**config.mk**
```make
export PLATFORM = sky130hd
export DESIGN_NAME = pba_queue
export DESIGN_NICKNAME = d
export VERILOG_FILES = /design/src/rtl/pba_pkg.sv /design/src/rtl/pba_queue.sv
export SDC_FILE = /design/constraint.sdc
export NUM_CORES = 1
export LEC_CHECK = 0
export ABC_AREA = 1
export BUFFER_PORTS_ARGS = -buffer_cell sky130_fd_sc_hd__buf_4
export CAP_MARGIN = 20
export CORE_ASPECT_RATIO = 0.75
export CORE_MARGIN = 4
export CORE_UTILIZATION = 50
export CTS_BUF_LIST = sky130_fd_sc_hd__clkbuf_8
export DETAILED_ROUTE_END_ITERATION = 10
export PLACE_DENSITY = 0.76
export SYNTH_ARGS = -nofsm -noshare
export SYNTH_HDL_FRONTEND = slang
export SYNTH_SLANG_ARGS = --single-unit
```
**constraint.sdc**
```tcl
create_clock -name clk -period 3.6 [get_ports clk]
set_clock_uncertainty 0.2 [all_clocks]
set_input_delay 0.72 -clock clk [delete_from_list [all_inputs] [get_ports clk]]
set_output_delay 0.72 -clock clk [all_outputs]
set_load 0.05 [all_outputs]
```
**src/rtl/pba_pkg.sv**
```systemverilog
// pba_pkg: shared types and codes of the page bitmap allocator
// no dependencies; used by every rtl file of the block but pba_ram and the macros header
package pba_pkg;

    localparam int CELL_BITS  = 32;
    localparam int CELL_SHIFT = 5;

    // command codes
    localparam logic [1:0] CMD_ALLOC = 2'd0;
    localparam logic [1:0] CMD_FREE  = 2'd1;
    localparam logic [1:0] CMD_AREA  = 2'd2;
    localparam logic [1:0] CMD_NONE  = 2'd3;

    // status codes
    localparam logic [1:0] ST_DONE  = 2'd0;
    localparam logic [1:0] ST_NONE  = 2'd1;
    localparam logic [1:0] ST_RANGE = 2'd2;
    localparam logic [1:0] ST_CLIP  = 2'd3;

    localparam logic [15:0] TOTAL_PAGES_RST = 16'd32768;

    // command queue between front and back
    localparam int Q_DEPTH = 2;
    localparam int Q_AW    = 1;

    typedef struct packed {
        logic [1:0]  cmd;
        logic [14:0] page_index;
        logic [15:0] page_count;
        logic        area_free;
    } request_t;

    typedef struct packed {
        logic [14:0] alloc_page;
        logic [1:0]  status;
    } result_t;

    typedef enum logic [1:0] {
        OP_ALLOC,
        OP_FREE,
        OP_AREA,
        OP_REPORT
    } op_kind_t;

    // classified command as it travels through the queue
    typedef struct packed {
        op_kind_t    kind;
        logic [1:0]  status;
        logic [14:0] first;
        logic [15:0] last;
        logic        make_free;
        logic [15:0] limit;
    } op_t;

    typedef struct packed {
        logic full;
        logic empty;
    } q_status_t;

    typedef enum logic [2:0] {
        BK_CLEAR,
        BK_IDLE,
        BK_ALLOC_RD,
        BK_ALLOC_CHK,
        BK_FREE_RD,
        BK_FREE_WR,
        BK_AREA_STEP,
        BK_AREA_WR
    } back_state_t;

endpackage

```
**src/rtl/pba_queue.sv**
```systemverilog
// pba_queue: two-entry command queue between front and back
// depends on pba_pkg
module pba_queue (
    input  logic               clk,
    input  logic               rst_n,
    input  logic               push,
    input  pba_pkg::op_t       push_op,
    input  logic               pop,
    output pba_pkg::op_t       head_op,
    output pba_pkg::q_status_t q_status
);

    pba_pkg::op_t             entries_reg [pba_pkg::Q_DEPTH];
    logic [pba_pkg::Q_AW-1:0] wr_ptr_reg, wr_ptr_next;
    logic [pba_pkg::Q_AW-1:0] rd_ptr_reg, rd_ptr_next;
    logic [pba_pkg::Q_AW:0]   count_reg, count_next;

    always_comb
    begin
        wr_ptr_next = wr_ptr_reg;
        rd_ptr_next = rd_ptr_reg;
        count_next  = count_reg;
        if (push)
        begin
            wr_ptr_next = wr_ptr_reg + 1'b1;
        end
        if (pop)
        begin
            rd_ptr_next = rd_ptr_reg + 1'b1;
        end
        if (push && !pop)
        begin
            count_next = count_reg + 1'b1;
        end
        else if (pop && !push)
        begin
            count_next = count_reg - 1'b1;
        end
    end

    always_ff @(posedge clk or negedge rst_n)
    begin
        if (!rst_n)
        begin
            wr_ptr_reg <= '0;
            rd_ptr_reg <= '0;
            count_reg  <= '0;
        end
        else
        begin
            wr_ptr_reg <= wr_ptr_next;
            rd_ptr_reg <= rd_ptr_next;
            count_reg  <= count_next;
        end
    end

    always_ff @(posedge clk)
    begin
        if (push)
        begin
            entries_reg[wr_ptr_reg] <= push_op;
        end
    end

    assign head_op        = entries_reg[rd_ptr_reg];
    assign q_status.full  = (count_reg == (pba_pkg::Q_AW + 1)'(pba_pkg::Q_DEPTH));
    assign q_status.empty = (count_reg == '0);

endmodule

```
==> reports/qor.yml, run 1 <==
clock_tree:
  clkTransAtPathRegs_ns: 0.09
  cts_sinks: 108
  cts_buffer_depth: 2
  clockRootBuffer: "clkbuf_8"
  htree_levels: 3
  cts_buffers: 9
  clock_latency_ns: 0.34
  cts_resized: 0
  cts_tree: "yes"
synthesis:
  syn_avg_cell_area_um2: 22.5
  synth_async_sr_flop_share_pct: 3.70
  yosysMostFrequentCell: "edfxtp_1"
  yosysTopAreaCellShare_pct: 74.2
  synth_area_leader_cell: "edfxtp_1"
  synth.yosys.seq_area_share_pct: 76.6
  yosys-top-cells-area: "edfxtp_1, mux2_4, buf_12, dfrtp_1, mux2_2"
  synth_flop_cell: "edfxtp_1"
  synth_area_um2: 4210
  synth_common_cells: "edfxtp_1, mux2_4, inv_1"
  synth_nets: 244
  netlist_instances: 187
  yosysWarnings: 0
  synth_edf_count: 104
  synth_cell_types: 14
  synth.ff_latch_count: 108
floorplanning:
  pin_count: 110
  die_w_um: 114
  die-area_um2: 9970
  fp.dieH_um: 87.5
  row_count: 28
  core-area_um2: 8060
  start_util_pct: 52.3
timing:
  drv_slew: 0
  grt_setup_unrepaired: "no"
  hold_viol: 0
  max_freq_ghz: 0.333
  setup_tns_ns: 0
  period_needed_ns: 3.00
  whs_ns: 0.316
  worst_pin_slew_ns: 0.987
  min_period_over_period_pct: 83.4
  max_slew_margin_pct: 34.2
  setup_violations: 0
route:
  via_per_inst: 4.86
  vias: 2022
  dr.first_iter.drc_count: 72
  ant_nets: 0
  firstDrtPassIters: 5
  drt-wirelength-per-cell_um: 17.0
  wl_mm: 7.06
  drc: 0
critical_path:
  worst_ep_arrival_time_ns: 2.08
  start_kind: "register"
  worstSetupEndpointType: "output pin"
  critPathKind: "reg2out"
  worstPathRequired_ns: 2.68
  path_max_fanout: 53
  reg2reg_slack_ns: 1.72
cells_and_area:
  antenna-diode-count: 0
  multi_input_area_um2: 857
  register_area_um2: 3230
  area_delta_synth_final_pct: 25.1
  final_nets: 363
  layout-drive-gt1-share_pct: 58.5
  largest_reg_flops: 104
  nFillCells: 579
global_routing:
  overflow: 0
  grt_max_degree: 54
  grt_pass1_wl_mm: 10.9
  grtUsageTotal_pct: 14.6
  grt_pass1_vias: 2189
  antenna_found_initial: 0
place:
  port_buffers: 109
  globalplace.congestion: 0.691
  dp_hpwl_mm: 4.77
run_status:
  status: "finished, final reports clean"
power:
  cell_internal_pwr_mw: 2.74
  powerDensity_nw_per_um2: 875
  vdd_drop_max_v: 0.000486
  p_clk_share_pct: 13.5
  p_seq_share_pct: 41.1
  p_comb_share_pct: 45.4
  swShare_pct: 40.7
  switchingPower_mw: 1.88
  p_leak_nw: 2.15
worst_hold_path:
  hold_path.class: "reg2reg"
flow_run:
  drv_cap: 0
-- layout make-up --
type	instances	share of cell area, %
clock buffer	9	2.35
sequential	108	61.3
clock inverter	7	0.831
timing repair buffer	114	16.3
inverter	7	0.499
tap	105	2.49
multi-input combinational	66	16.3
-- critical path, cell delays in order (launching register included) --
cell and delay (ns):
dfrtp_4 1.06, mux2_2 0.41, buf_4 0.19
-- what timing repair did --
action / in CTS / in global routing
hold buffers: 1 / 0
endpoints found under the hold margin: 4 / 0
buffers inserted: 0 / 0
-- through the flow --
step / setup WS (ns) / instance area, um^2 / utilization [%] / total power [mW] / std cells
2_1_floorplan: 0.890 / 4210 / - / 3.57 / 187
3_3_place_gp: 0.973 / 5090 / 63.2 / 4.02 / 399
3_5_place_dp: 0.977 / 5090 / 63.2 / 4.04 / 399
4_1_cts: 0.573 / 5270 / 65.4 / 4.67 / 416
5_1_grt: 0.524 / 5270 / 65.4 / 4.83 / 416
6_report: 0.597 / 5270 / 65.4 / 4.61 / 416
-- layer usage --
layer | vias to the layer above | share of wire [%] | track usage [%]
met3 | 9 | 9.0 | 6.25
li1 | 953 | - | -
met2 | 81 | 47 | 23.7
met4 | 0 | 0.85 | 4.53
met1 | 979 | 43 | 18.0
met5 | - | 0 | 0
-- logic make-up (layout without fill, tap and decap cells) --
kind of cell / Yosys count / count (layout) / synth area share, %
flip-flops: 108 / 108 / 76.6
multiplexers: 52 / 52 / 18.3
buffers and inverters: 13 / 137 / 3.27
AND/OR/NAND/NOR: 10 / 10 / 0.981
XOR/XNOR: 3 / 3 / 0.624
adder cells (fa/ha/maj): 1 / 1 / 0.297
-- worst paths after layout --
check                             start  cells past startpoint                  to
min                        count_reg[1]                      2        count_reg[1]
max reg2reg                  wr_ptr_reg                      3  entries_reg[1][27]
max                          rd_ptr_reg                      2         head_op[35]
max in group asynchronous         rst_n                      2          rd_ptr_reg
min reg2reg                count_reg[1]                      2        count_reg[1]
min in group asynchronous         rst_n                      2        count_reg[1]
-- cell usage in the layout (no fill, tap or decap), types with 2 or more instances in the layout --
master,count
mux2_4,49
xor2_1,2
inv_1,8
buf_4,113
clkinvlp_4,3
mux2_2,3
clkbuf_8,9
nor2_1,2
edfxtp_1,104
dfrtp_1,3
nand2_1,5
-- power by group through the flow --
stage,registers (mW),logic (mW),clock network [mW]
floorplan,1.76,1.82,0
global placement,1.92,2.10,0
detailed placement,1.94,2.11,0
CTS,1.91,2.11,0.649
global route,1.94,2.18,0.711
finish,1.90,2.09,0.623
No activity file was read; power rests on OpenSTA's default activity.
==> run 2: changes to the inputs <==
--- a/config.mk
+++ b/config.mk
@@ -10,10 +10,10 @@
 export CAP_MARGIN = 20
 export CORE_ASPECT_RATIO = 0.75
 export CORE_MARGIN = 4
-export CORE_UTILIZATION = 50
+export CORE_UTILIZATION = 49
 export CTS_BUF_LIST = sky130_fd_sc_hd__clkbuf_8
 export DETAILED_ROUTE_END_ITERATION = 10
-export PLACE_DENSITY = 0.76
+export PLACE_DENSITY = 0.78
 export SYNTH_ARGS = -nofsm -noshare
 export SYNTH_HDL_FRONTEND = slang
 export SYNTH_SLANG_ARGS = --single-unit
==> constraint.sdc (replaced) <==
create_clock -name clk -period 2.6 [get_ports clk]
set_clock_uncertainty 0.2 [all_clocks]
set_input_delay 0.52 -clock clk [delete_from_list [all_inputs] [get_ports clk]]
set_output_delay 0.52 -clock clk [all_outputs]
set_load 0.05 [all_outputs]
==> run 2 against run 1 <==
Compared with the run above:
- sequential power increased by 27%
- critical path type unchanged
- sequential share of layout area decreased by 0.68 points
- register-to-register slack got worse by 0.74 ns
- cell area increased by 1.1%
- sequential cell count unchanged
==> reports/qor.yml, run 2 (same netlist as run 1, synthesis figures left out) <==
run_status:
  status: "finished, final reports clean"
critical_path:
  crit_chain: "buf_12 -> mux2_2 -> buf_4"
  cpPeakStageDelay_ns: 0.45  # -0.61 ns
  crit_slowest_cell: "dfrtp_4"
  startpoint: "rd_ptr_reg"
  worstSetupEndpointType: "output pin"
  critPathKind: "reg2out"
  reg2reg_slack_ns: 0.98  # -0.74 ns
  worstPathRequired_ns: 1.88  # -0.80 ns
  worstReg2RegStart: "wr_ptr_reg"
  start_kind: "register"
  critical_path.top_delay_family: "flip-flops"
  worst_ep_arrival_time_ns: 1.60  # -0.48 ns
  path_max_fanout: 27  # -49%
  path_buf_inv: 2  # +1
clock_tree:
  htree_levels: 3  # unchanged
  cts_sinks: 108  # unchanged
  cts_tree: "yes"
  cts_buffer_depth: 2  # unchanged
  clockRootBuffer: "clkbuf_8"
  ctsHoldBuffers: 1  # unchanged
  clock_latency_ns: 0.34  # about the same
  cts_resized: 0  # unchanged
  clkTransAtPathRegs_ns: 0.09  # about the same
  cts_buffers: 9  # unchanged
  post_cts_buffers: 0  # unchanged
cells_and_area:
  mostFrequentLayoutCells: "buf_4, edfxtp_1, mux2_4, clkbuf_8, inv_1"
  nFillCells: 594  # +2.6%
  layout-drive-gt1-share_pct: 58.7  # +0.13 points
  largest_reg_flops: 104  # unchanged
  antenna-diode-count: 0  # unchanged
  final_common_cell: "buf_4"
  final_area_um2: 5330  # +1.1%
  utilization_pct: 65.5  # +0.16 points
  final_nets: 364  # +0.28%
  area_delta_synth_final_pct: 26.5
route:
  drc: 0  # unchanged
  firstDrtPassIters: 4  # -1
  ant_nets: 0  # unchanged
  wl_mm: 6.82  # -3.5%
  vias: 2025  # +0.15%
  drt-wirelength-per-cell_um: 16.3  # -3.7%
  dr.first_iter.drc_count: 57  # -21%
  via_per_inst: 4.86  # about the same
timing:
  max_freq_ghz: 0.431
  drv_slew: 0  # unchanged
  max_slew_margin_pct: 72.7  # +39 points
  worst_pin_slew_ns: 0.408  # -0.579 ns
  whs_ns: 0.148  # -0.168 ns
  min_period_over_period_pct: 89.3
  setup_tns_ns: 0  # unchanged
  setup_violations: 0  # unchanged
  grt_setup_unrepaired: "no"
  hold_viol: 0  # unchanged
  period_needed_ns: 2.32
power:
  p_leak_nw: 2.17  # +1.2%
  powerDensity_nw_per_um2: 1210  # +38%
  vdd_drop_max_v: 0.000642  # +32%
global_routing:
  grt_max_degree: 53  # -1.9%
  grtUsageMet1_pct: 17.0  # -1.0 points
  overflow: 0  # unchanged
  grt_pass1_vias: 2085  # -4.8%
  grt.met2_usage_pct: 21.4  # -2.3 points
  grtUsageTotal_pct: 13.5  # -1.2 points
  grt_pass1_wl_mm: 10.3  # -5.3%
  top_usage_layer: "met2"
  antenna_found_initial: 0  # unchanged
  grt_use_met3_pct: 6.08  # -0.17 points
floorplanning:
  core-area_um2: 8130  # +0.87%
  die-area_um2: 10200  # +1.9%
  row_count: 28  # unchanged
  die_w_um: 115  # +0.94%
  start_util_pct: 51.8  # -0.45 points
  fp.dieH_um: 88.3  # +0.92%
  pin_count: 110  # unchanged
worst_hold_path:
  hold_path.class: "in2reg"
  hold_start: "pop"
place:
  port_buffers: 109  # unchanged
  globalplace.congestion: 0.710  # +2.7%
  place_area_um2: 5150  # +1.1%
  dp_hpwl_mm: 4.70  # -1.6%
flow_run:
  drv_cap: 0  # unchanged
## run 2: changes by cell type in the layout (fill, tap and decap cells not counted), sizes merged
cell,delta
buf,+1
clkinv,+1
clkinvlp,-1
## run 2: through the flow
step / std cells / setup WS, ns / power (mW)
6_report: 417 / 0.279 / 6.45
4_1_cts: 417 / 0.252 / 6.52
2_1_floorplan: 187 / 0.0900 / 4.95
3_5_place_dp: 400 / 0.653 / 5.66
5_1_grt: 417 / 0.210 / 6.73
3_3_place_gp: 400 / 0.662 / 5.63
## run 2: layout make-up
type	instances	area [um^2]	area share, %
Multi-Input combinational cell	66	857	16.1
Sequential cell	108	3230	60.6
Inverter	7	26.3	0.493
Clock buffer	9	124	2.33
Timing Repair Buffer	115	916	17.2
Clock inverter	7	45.0	0.846
Tap cell	105	131	2.47
## run 2: metal layers
layer / vias to the layer above / routed length (um)
met3: 6 / 680
met4: 0 / 54
met1: 978 / 2850
met2: 87 / 3230
met5: - / 0
li1: 954 / -
## run 2: power breakdown
group	total [mW]	leakage, nW	switching, mW	internal [mW]
Clock	0.857	0.0882	0.512	0.345
Sequential	2.42	1.02	0.107	2.31
Combinational	3.17	1.06	1.98	1.19
Total	6.45	2.17	2.60	3.85
## run 2: worst register-to-register path, cell delays in order, from the launching register on
cell,delay (ns)
dfrtp_1,0.43
nor2_4,0.37
buf_4,0.31
## run 2: worst paths after layout
| check | depth (start not counted) | to |
|---|---|---|
| hold reg to reg | 2 | count_reg[1] |
| min in group asynchronous | 2 | rd_ptr_reg |
| max in group asynchronous | 2 | rd_ptr_reg |
| hold / removal | 2 | rd_ptr_reg |
| setup / recovery | 3 | head_op[40] |
| setup reg to reg | 2 | entries_reg[0][19] |
