==> config.mk <==
export PLATFORM = sky130hd
export DESIGN_NAME = pba_front
export DESIGN_NICKNAME = d
export VERILOG_FILES = /design/src/rtl/pba_pkg.sv /design/src/rtl/pba_front.sv
export SDC_FILE = /design/constraint.sdc
export NUM_CORES = 1
export LEC_CHECK = 0
export ABC_AREA = 1
export ABC_CLOCK_PERIOD_IN_PS = 18700
export BUFFER_PORTS_ARGS = -buffer_cell sky130_fd_sc_hd__buf_2
export CAP_MARGIN = 20
export CORE_MARGIN = 4
export CORE_UTILIZATION = 57
export CTS_CLUSTER_SIZE = 8
export DETAILED_ROUTE_END_ITERATION = 16
export PLACE_DENSITY_LB_ADDON = 0.3
export SLEW_MARGIN = 20
export SYNTH_ARGS = -nofsm -noshare
export SYNTH_HDL_FRONTEND = slang
export SYNTH_SLANG_ARGS = --single-unit
==> constraint.sdc <==
create_clock -name clk -period 18.7 [get_ports clk]
set_input_delay 3.74 -clock clk [delete_from_list [all_inputs] [get_ports clk]]
set_output_delay 3.74 -clock clk [all_outputs]
set_load 0.1 [all_outputs]
==> src/rtl/pba_pkg.sv <==
// pba_pkg: shared types and codes of the page bitmap allocator
// no dependencies; used by every rtl file of the block but pba_ram and the macros header
package pba_pkg;

    localparam int CELL_BITS  = 32;
    localparam int CELL_SHIFT = 5;

    // command codes
    localparam logic [1:0] CMD_ALLOC = 2'd0;
    localparam logic [1:0] CMD_FREE  = 2'd1;
    localparam logic [1:0] CMD_AREA  = 2'd2;
    localparam logic [1:0] CMD_NONE  = 2'd3;

    // status codes
    localparam logic [1:0] ST_DONE  = 2'd0;
    localparam logic [1:0] ST_NONE  = 2'd1;
    localparam logic [1:0] ST_RANGE = 2'd2;
    localparam logic [1:0] ST_CLIP  = 2'd3;

    localparam logic [15:0] TOTAL_PAGES_RST = 16'd32768;

    // command queue between front and back
    localparam int Q_DEPTH = 2;
    localparam int Q_AW    = 1;

    typedef struct packed {
        logic [1:0]  cmd;
        logic [14:0] page_index;
        logic [15:0] page_count;
        logic        area_free;
    } request_t;

    typedef struct packed {
        logic [14:0] alloc_page;
        logic [1:0]  status;
    } result_t;

    typedef enum logic [1:0] {
        OP_ALLOC,
        OP_FREE,
        OP_AREA,
        OP_REPORT
    } op_kind_t;

    // classified command as it travels through the queue
    typedef struct packed {
        op_kind_t    kind;
        logic [1:0]  status;
        logic [14:0] first;
        logic [15:0] last;
        logic        make_free;
        logic [15:0] limit;
    } op_t;

    typedef struct packed {
        logic full;
        logic empty;
    } q_status_t;

    typedef enum logic [2:0] {
        BK_CLEAR,
        BK_IDLE,
        BK_ALLOC_RD,
        BK_ALLOC_CHK,
        BK_FREE_RD,
        BK_FREE_WR,
        BK_AREA_STEP,
        BK_AREA_WR
    } back_state_t;

endpackage

==> src/rtl/pba_front.sv <==
// pba_front: page total register and command classification
// depends on pba_pkg; feeds pba_queue
module pba_front #(
    parameter int NUM_CELLS = 1024
) (
    input  logic              clk,
    input  logic              rst_n,
    input  logic              start,
    input  logic              busy,
    input  pba_pkg::request_t request,
    input  logic              cfg_valid,
    input  logic [15:0]       cfg_data,
    output logic              push,
    output pba_pkg::op_t      op
);

    localparam int CAP = NUM_CELLS * pba_pkg::CELL_BITS;

    logic [15:0] total_pages_reg, total_pages_next;
    logic [15:0] limit;
    logic [15:0] start_page;
    logic [15:0] room;
    logic        in_range;
    logic        clipped;
    logic [15:0] count_eff;

    always_comb
    begin
        total_pages_next = total_pages_reg;
        if (cfg_valid)
        begin
            total_pages_next = cfg_data;
        end
    end

    always_ff @(posedge clk or negedge rst_n)
    begin
        if (!rst_n)
        begin
            total_pages_reg <= pba_pkg::TOTAL_PAGES_RST;
        end
        else
        begin
            total_pages_reg <= total_pages_next;
        end
    end

    // page limit: configured total capped at the bitmap size
    assign limit      = (32'(total_pages_reg) < CAP) ? total_pages_reg : 16'(CAP);
    assign start_page = {1'b0, request.page_index};
    assign in_range   = (start_page < limit);
    assign room       = limit - start_page;
    assign clipped    = (request.page_count > room);
    assign count_eff  = clipped ? room : request.page_count;

    always_comb
    begin
        op.kind      = pba_pkg::OP_REPORT;
        op.status    = pba_pkg::ST_DONE;
        op.first     = request.page_index;
        op.last      = start_page + count_eff;
        op.make_free = request.area_free;
        op.limit     = limit;
        unique case (request.cmd)
            pba_pkg::CMD_ALLOC:
            begin
                op.kind = pba_pkg::OP_ALLOC;
            end
            pba_pkg::CMD_FREE:
            begin
                if (in_range)
                begin
                    op.kind = pba_pkg::OP_FREE;
                end
                else
                begin
                    op.status = pba_pkg::ST_RANGE;
                end
            end
            pba_pkg::CMD_AREA:
            begin
                if (!in_range)
                begin
                    op.status = pba_pkg::ST_RANGE;
                end
                else
                begin
                    op.status = clipped ? pba_pkg::ST_CLIP : pba_pkg::ST_DONE;
                    // an empty run only reports
                    if (count_eff != 16'd0)
                    begin
                        op.kind = pba_pkg::OP_AREA;
                    end
                end
            end
            pba_pkg::CMD_NONE:
            begin
                op.kind = pba_pkg::OP_REPORT;
            end
        endcase
    end

    assign push = start && !busy;

endmodule

==> impl_metrics.csv, run 1 <==
group,metric,value,unit
run_status,status,"completed",
hold_path,hp-class,"flop to flop",
routing,wl_per_cell,12.3,um
cells_and_area,synthToLayoutAreaGrowth,14.7,%
yosys,yosysUniqueCellTypes,34,
pwr,p_sw,0.390,mW
routing,firstDrtPassIters,4,
cells_and_area,antenna_cells,0,
worst_setup_path,crit_fanout,16,
cells_and_area,final-seq-area,402,um^2
cells_and_area,fin_area,0.00379,mm^2
worst_setup_path,arrival,8790,ps
sta,slew_violations,0,
worst_setup_path,rr_worst_depth,2,
clocking,post-cts-setup-buffers,0,
global_route,grt_usage,0.242,
worst_setup_path,worstReg2RegStart,"total_pages_reg[15]",
sta,setup_tns,0,ps
yosys,synth_top_area_frac,0.214,
clocking,clock_path_buffers,2,
yosys,ys_seq_area_frac,0.122,
sta,period_needed,12530,ps
yosys,netlist_area,0.00330,mm^2
yosys,synth.avg_cell_area,5.85,um^2
global_route,grt_max_degree,33,
placement,place_area,0.00374,mm^2
cells_and_area,drive_above_1_share,0.179,
clocking,cts_hold_buf,0,
floorplan,start_util,0.592,
pwr,switching_share,0.727,
sta,setup_viol_count_final,0,
global_route,antenna_found_initial,0,
global_route,grt_overflow_total,0,
clocking,h-tree-depth,1,
floorplan,dieHeight,84.1,um
cells_and_area,largest_reg_flops,16,
clocking,cts_num_sinks,16,
sta,timing.fmax,79.8,MHz
pwr,intPower,0.146,mW
sta,slew_headroom,0.636,
yosys,synth_area_leaders,"nand2_1, ha_1, inv_1, dfrtp_1, nor2_1",
yosys,synth_top_area_cell,"nand2_1",
floorplan,core,0.00557,mm^2
sta,worst_pin_slew,546,ps
placement,place_congestion,0.927,
cells_and_area,final_cell_mix,"nand2_1, buf_2, inv_1",
pwr,vdd_drop_max,0.000191,V
pwr,p_per_area,141,mW/mm^2
hold_path,hold-path-endpoint,"total_pages_reg[12]",
worst_setup_path,r2r_end,"total_pages_reg[15]",
yosys,yosys_warnings,0,
clocking,cts-resized-gates,0,
hold_path,hp-start,"total_pages_reg[12]",
worst_setup_path,worstSetupEndpointType,"primary output",
routing,viasPerCell,5.07,
cells_and_area,fill_cells,516,
routing,ant_nets,0,
clocking,clkTransAtPathRegs,50,ps
global_route,grt_pass1_vias,3411,
worst_setup_path,max_stage_delay,440,ps
cells_and_area,multi_input_area,0.00234,mm^2
pwr,p_leak,2.43,nW
global_route,grt_first_pass_wirelength,14400,um
routing,drc,0,
worst_setup_path,critical-path-slowest-cell,"buf_2",
pwr,clock_power_share,0.048,
hold_path,hold_depth,2,
cells_and_area,final_common_cell,"nand2_1",
routing,wl,8880,um
pwr,power_frac_seq,0.074,
clocking,cts_root_buf,"clkbuf_8",
sta,finalHoldViolations,0,
pwr,combPwrFrac,0.878,
yosys,synth-seq-cells,16,
cells_and_area,fin_nets,757,
worst_setup_path,critPathKind,"input port to primary output",
worst_setup_path,crit_required,14960,ps
yosys,syn_inst,564,
worst_setup_path,worstSetupStartpointType,"input port",
run,cap_violations,0,
worst_setup_path,rrSetupSlack,17510,ps
floorplan,ios,108,
sta,rsz0062_at_grt,"false",
routing,drtIter0Drc,124,
yosys,syn_nets,672,
clocking,cts_tree,"done",
placement,io_buffers,105,
floorplan,dieArea,0.00707,mm^2
routing,vias,3649,
floorplan,die_x,84.1,um
floorplan,rows,27,
sta,clock_skew,0,ps
clocking,cts_made_buffers,3,
worst_setup_path,crit_top_cell,"nand2_1",
placement,dpl.hpwl,7900,um
clocking,clk_latency,240,ps
sta,timing.final.crit_share,0.670,
sta,whs,522,ps
-- power groups by stage --
| stage | clock network [mW] | logic (mW) | registers (mW) |
|---|---|---|---|
| floorplan | 0 | 0.403 | 0.0391 |
| detailed placement | 0 | 0.469 | 0.0403 |
| global route | 0.0280 | 0.499 | 0.0401 |
| global placement | 0 | 0.462 | 0.0402 |
| finish | 0.0254 | 0.470 | 0.0397 |
| CTS | 0.0264 | 0.470 | 0.0397 |
-- worst max path at each step --
| stage | startpoint | to | slack (ps) | cells after the start |
|---|---|---|---|---|
| detailed placement | request[17] | op[29] | 6210 | 34 |
| global route | request[25] | op[29] | 5790 | 33 |
| floorplan | request[17] | op[29] | 6090 | 31 |
| global placement | request[17] | op[29] | 6420 | 32 |
| finish | request[17] | op[29] | 6170 | 34 |
| CTS | request[17] | op[29] | 6210 | 34 |
-- routing by layer --
layer	vias up	track usage	share of wire
met1	1607	0.300	0.45
met3	14	0.0217	0.053
met4	0	0.0775	0.021
li1	1914	-	-
met2	114	0.436	0.48
met5	-	0	0
-- final cells by class --
| cell class | instances | area share |
|---|---|---|
| inverter | 103 | 0.102 |
| clock buffer | 4 | 0.0119 |
| multi-input combinational | 420 | 0.618 |
| sequential | 16 | 0.106 |
| timing repair buffer | 105 | 0.139 |
| tap | 72 | 0.0238 |
-- cell usage after synthesis --
library cell	number
fa_1	2
a21o_1	2
nand2_2	2
dfstp_2	1
clkbuf_1	4
o21ai_0	25
o21ai_1	1
nor2_2	1
nor3_1	1
clkinv_1	1
nand4_1	5
inv_2	1
nand3b_1	1
xnor2_1	5
buf_6	2
a21boi_0	2
buf_4	17
xor2_1	13
nand4_2	1
buf_2	1
a221oi_1	1
nor4_1	2
ha_1	51
and2_1	3
nand2_4	1
dfrtp_1	15
a21oi_1	28
o21ai_2	1
nand2_1	188
a31oi_1	3
nand3_1	32
inv_1	101
buf_1	1
nor2_1	49
-- metrics by stage --
step,instances,setup WS (ps),power [mW],utilization
4_1_cts,720,6210,0.536,0.680
3_5_place_dp,716,6210,0.510,0.672
6_report,720,6170,0.535,0.680
3_3_place_gp,716,6420,0.503,0.672
2_1_floorplan,564,6090,0.442,-
5_1_grt,720,5790,0.567,0.680
-- cells by family (layout without fill, tap and decap cells) --
logic type | Yosys count | count (layout) | synth area share
AO/OA/AOI/OAI | 63 | 63 | 0.102
XOR/XNOR | 18 | 18 | 0.0477
adder cells (fa/ha/maj) | 53 | 53 | 0.205
buffers and inverters | 128 | 212 | 0.170
flip-flops | 16 | 16 | 0.122
AND/OR/NAND/NOR | 286 | 286 | 0.354
-- worst max-delay path, delay by kind of cell --
kind,cells,cell delay (ps)
buf+inv,5,740
xor+xnor,1,140
fa+ha+maj,5,1440
simple gates,19,1850
compound gates,4,860
(Power assumes the default switching activity.)
==> run 2, diff against run 1 <==
--- a/config.mk
+++ b/config.mk
@@ -6,11 +6,11 @@
 export NUM_CORES = 1
 export LEC_CHECK = 0
 export ABC_AREA = 1
-export ABC_CLOCK_PERIOD_IN_PS = 18700
+export ABC_CLOCK_PERIOD_IN_PS = 12150
 export BUFFER_PORTS_ARGS = -buffer_cell sky130_fd_sc_hd__buf_2
 export CAP_MARGIN = 20
 export CORE_MARGIN = 4
-export CORE_UTILIZATION = 57
+export CORE_UTILIZATION = 53
 export CTS_CLUSTER_SIZE = 8
 export DETAILED_ROUTE_END_ITERATION = 16
 export PLACE_DENSITY_LB_ADDON = 0.3
==> constraint.sdc (replaced) <==
create_clock -name clk -period 12.15 [get_ports clk]
set_input_delay 2.43 -clock clk [delete_from_list [all_inputs] [get_ports clk]]
set_output_delay 2.43 -clock clk [all_outputs]
set_load 0.1 [all_outputs]
==> run 2 against run 1 <==
Compared with the run above:
- first-iteration DRC count down 0.81%
- wire length is 1.5% lower
- core utilization decreased by 4.7 points
- power increased by 54%
- flip-flop and latch count did not move
- clock skew stayed put
- global-route usage is 1.2 points lower
- critical path type unchanged
- largest power group unchanged
==> impl_metrics.csv, run 2 (synthesis results as in run 1) <==
group,metric,value,unit
pwr,intPower,0.224,mW
placement,place_congestion,0.998,
global_route,antenna_found_initial,0,
global_route,grt_usage,0.230,
clocking,cts_root_buf,"clkbuf_8",
routing,firstDrtPassIters,5,
sta,period_needed,9830,ps
global_route,grt_overflow_total,0,
hold_path,hp-class,"flop to flop",
placement,place_area,0.00375,mm^2
clocking,cts_hold_buf,0,
routing,ant_nets,0,
worst_setup_path,critPathKind,"input port to primary output",
worst_setup_path,worstSetupEndpointType,"primary output",
routing,vias,3665,
run,cap_violations,0,
cells_and_area,drive_above_1_share,0.179,
cells_and_area,largest_reg_flops,16,
pwr,p_sw,0.598,mW
clocking,h-tree-depth,1,
pwr,clock_power_share,0.049,
sta,slew_headroom,0.663,
clocking,cts_made_buffers,3,
worst_setup_path,crit_top_cell,"nand2_1",
run_status,status,"completed",
worst_setup_path,max_stage_delay,440,ps
cells_and_area,synthToLayoutAreaGrowth,14.9,%
clocking,clkTransAtPathRegs,60,ps
sta,timing.fmax,102,MHz
pwr,switching_share,0.728,
worst_setup_path,crit_required,9720,ps
clocking,post-cts-setup-buffers,0,
pwr,vdd_drop_max,0.000247,V
sta,setup_viol_count_final,0,
cells_and_area,final_common_cell,"nand2_1",
floorplan,start_util,0.551,
worst_setup_path,critical-path-slowest-cell,"buf_2",
global_route,grt_max_degree,33,
worst_setup_path,crit_fanout,16,
global_route,grt_pass1_vias,3393,
floorplan,die_x,86.9,um
floorplan,dieHeight,86.9,um
clocking,cts-resized-gates,0,
routing,drtIter0Drc,123,
floorplan,dieArea,0.00756,mm^2
pwr,power_frac_seq,0.074,
placement,io_buffers,105,
sta,clock_skew,0,ps
placement,dpl.hpwl,7730,um
cells_and_area,antenna_cells,0,
routing,wl,8750,um
pwr,combPwrFrac,0.876,
routing,viasPerCell,5.07,
pwr,p_total,0.822,mW
sta,slew_violations,0,
pwr,p_leak,2.43,nW
pwr,p_per_area,217,mW/mm^2
sta,finalHoldViolations,0,
floorplan,ios,108,
worst_setup_path,arrival,7400,ps
routing,drc,0,
sta,timing.final.crit_share,0.809,
clocking,clock_path_buffers,2,
global_route,grt_first_pass_wirelength,14400,um
cells_and_area,final_cell_mix,"nand2_1, buf_2, inv_1",
sta,rsz0062_at_grt,"false",
cells_and_area,fin_area,0.00379,mm^2
cells_and_area,fin_nets,757,
clocking,cts_tree,"done",
clocking,cts_num_sinks,16,
worst_setup_path,worstSetupStartpointType,"input port",
sta,worst_pin_slew,505,ps
floorplan,core,0.00599,mm^2
sta,setup_tns,0,ps
clocking,clk_latency,240,ps
routing,wl_per_cell,12.1,um
floorplan,rows,28,
[run 2: cell counts in the layout (fill, tap and decap cells not counted)]
Identical to the previous run, type by type.
[run 2: power groups by stage]
stage / Sequential [mW] / Combinational, mW / Clock (mW)
finish: 0.0612 / 0.721 / 0.0403
global route: 0.0619 / 0.769 / 0.0440
CTS: 0.0613 / 0.721 / 0.0415
detailed placement: 0.0622 / 0.720 / 0
global placement: 0.0619 / 0.713 / 0
floorplan: 0.0601 / 0.621 / 0
[run 2: cell type report]
type / count / area, um^2
timing repair buffer: 105 / 526
tap: 75 / 93.8
sequential: 16 / 402
fill: 594 / 2200
clock buffer: 4 / 45.0
inverter: 103 / 387
multi-input combinational: 420 / 2340
[run 2: metrics by stage]
| step | utilization | std cells | hold WS [ps] | setup WS [ps] |
|---|---|---|---|---|
| after detailed placement | 0.626 | 719 | 512 | 2360 |
| after CTS | 0.633 | 723 | 528 | 2340 |
| after floorplan | - | 564 | 491 | 2160 |
| after global routing | 0.633 | 723 | 550 | 1680 |
| after global placement | 0.626 | 719 | 503 | 2510 |
| final | 0.633 | 723 | 526 | 2320 |
[run 2: critical path, delay by kind of cell]
family	cells	cell delay, ps
AND/OR/NAND/NOR	19	1820
adder cells (fa/ha/maj)	5	1440
AO/OA/AOI/OAI	4	820
XOR/XNOR	1	150
buffers and inverters	5	720
[run 2: routing by layer]
metal | global-route usage | share of wire
met2 | 0.402 | 0.47
met5 | 0 | 0
met3 | 0.0151 | 0.075
met4 | 0.0581 | 0.012
met1 | 0.307 | 0.44
[run 2: final timing paths]
kind	from	end	slack (ps)	depth (start not counted)
setup / recovery	request[17]	op[29]	2320	34
hold / removal	total_pages_reg[8]	total_pages_reg[8]	530	2
setup reg to reg	total_pages_reg[15]	total_pages_reg[15]	11010	2
hold reg to reg	total_pages_reg[8]	total_pages_reg[8]	530	2
max in group asynchronous	rst_n	total_pages_reg[15]	9760	1
min in group asynchronous	rst_n	total_pages_reg[9]	2080	1
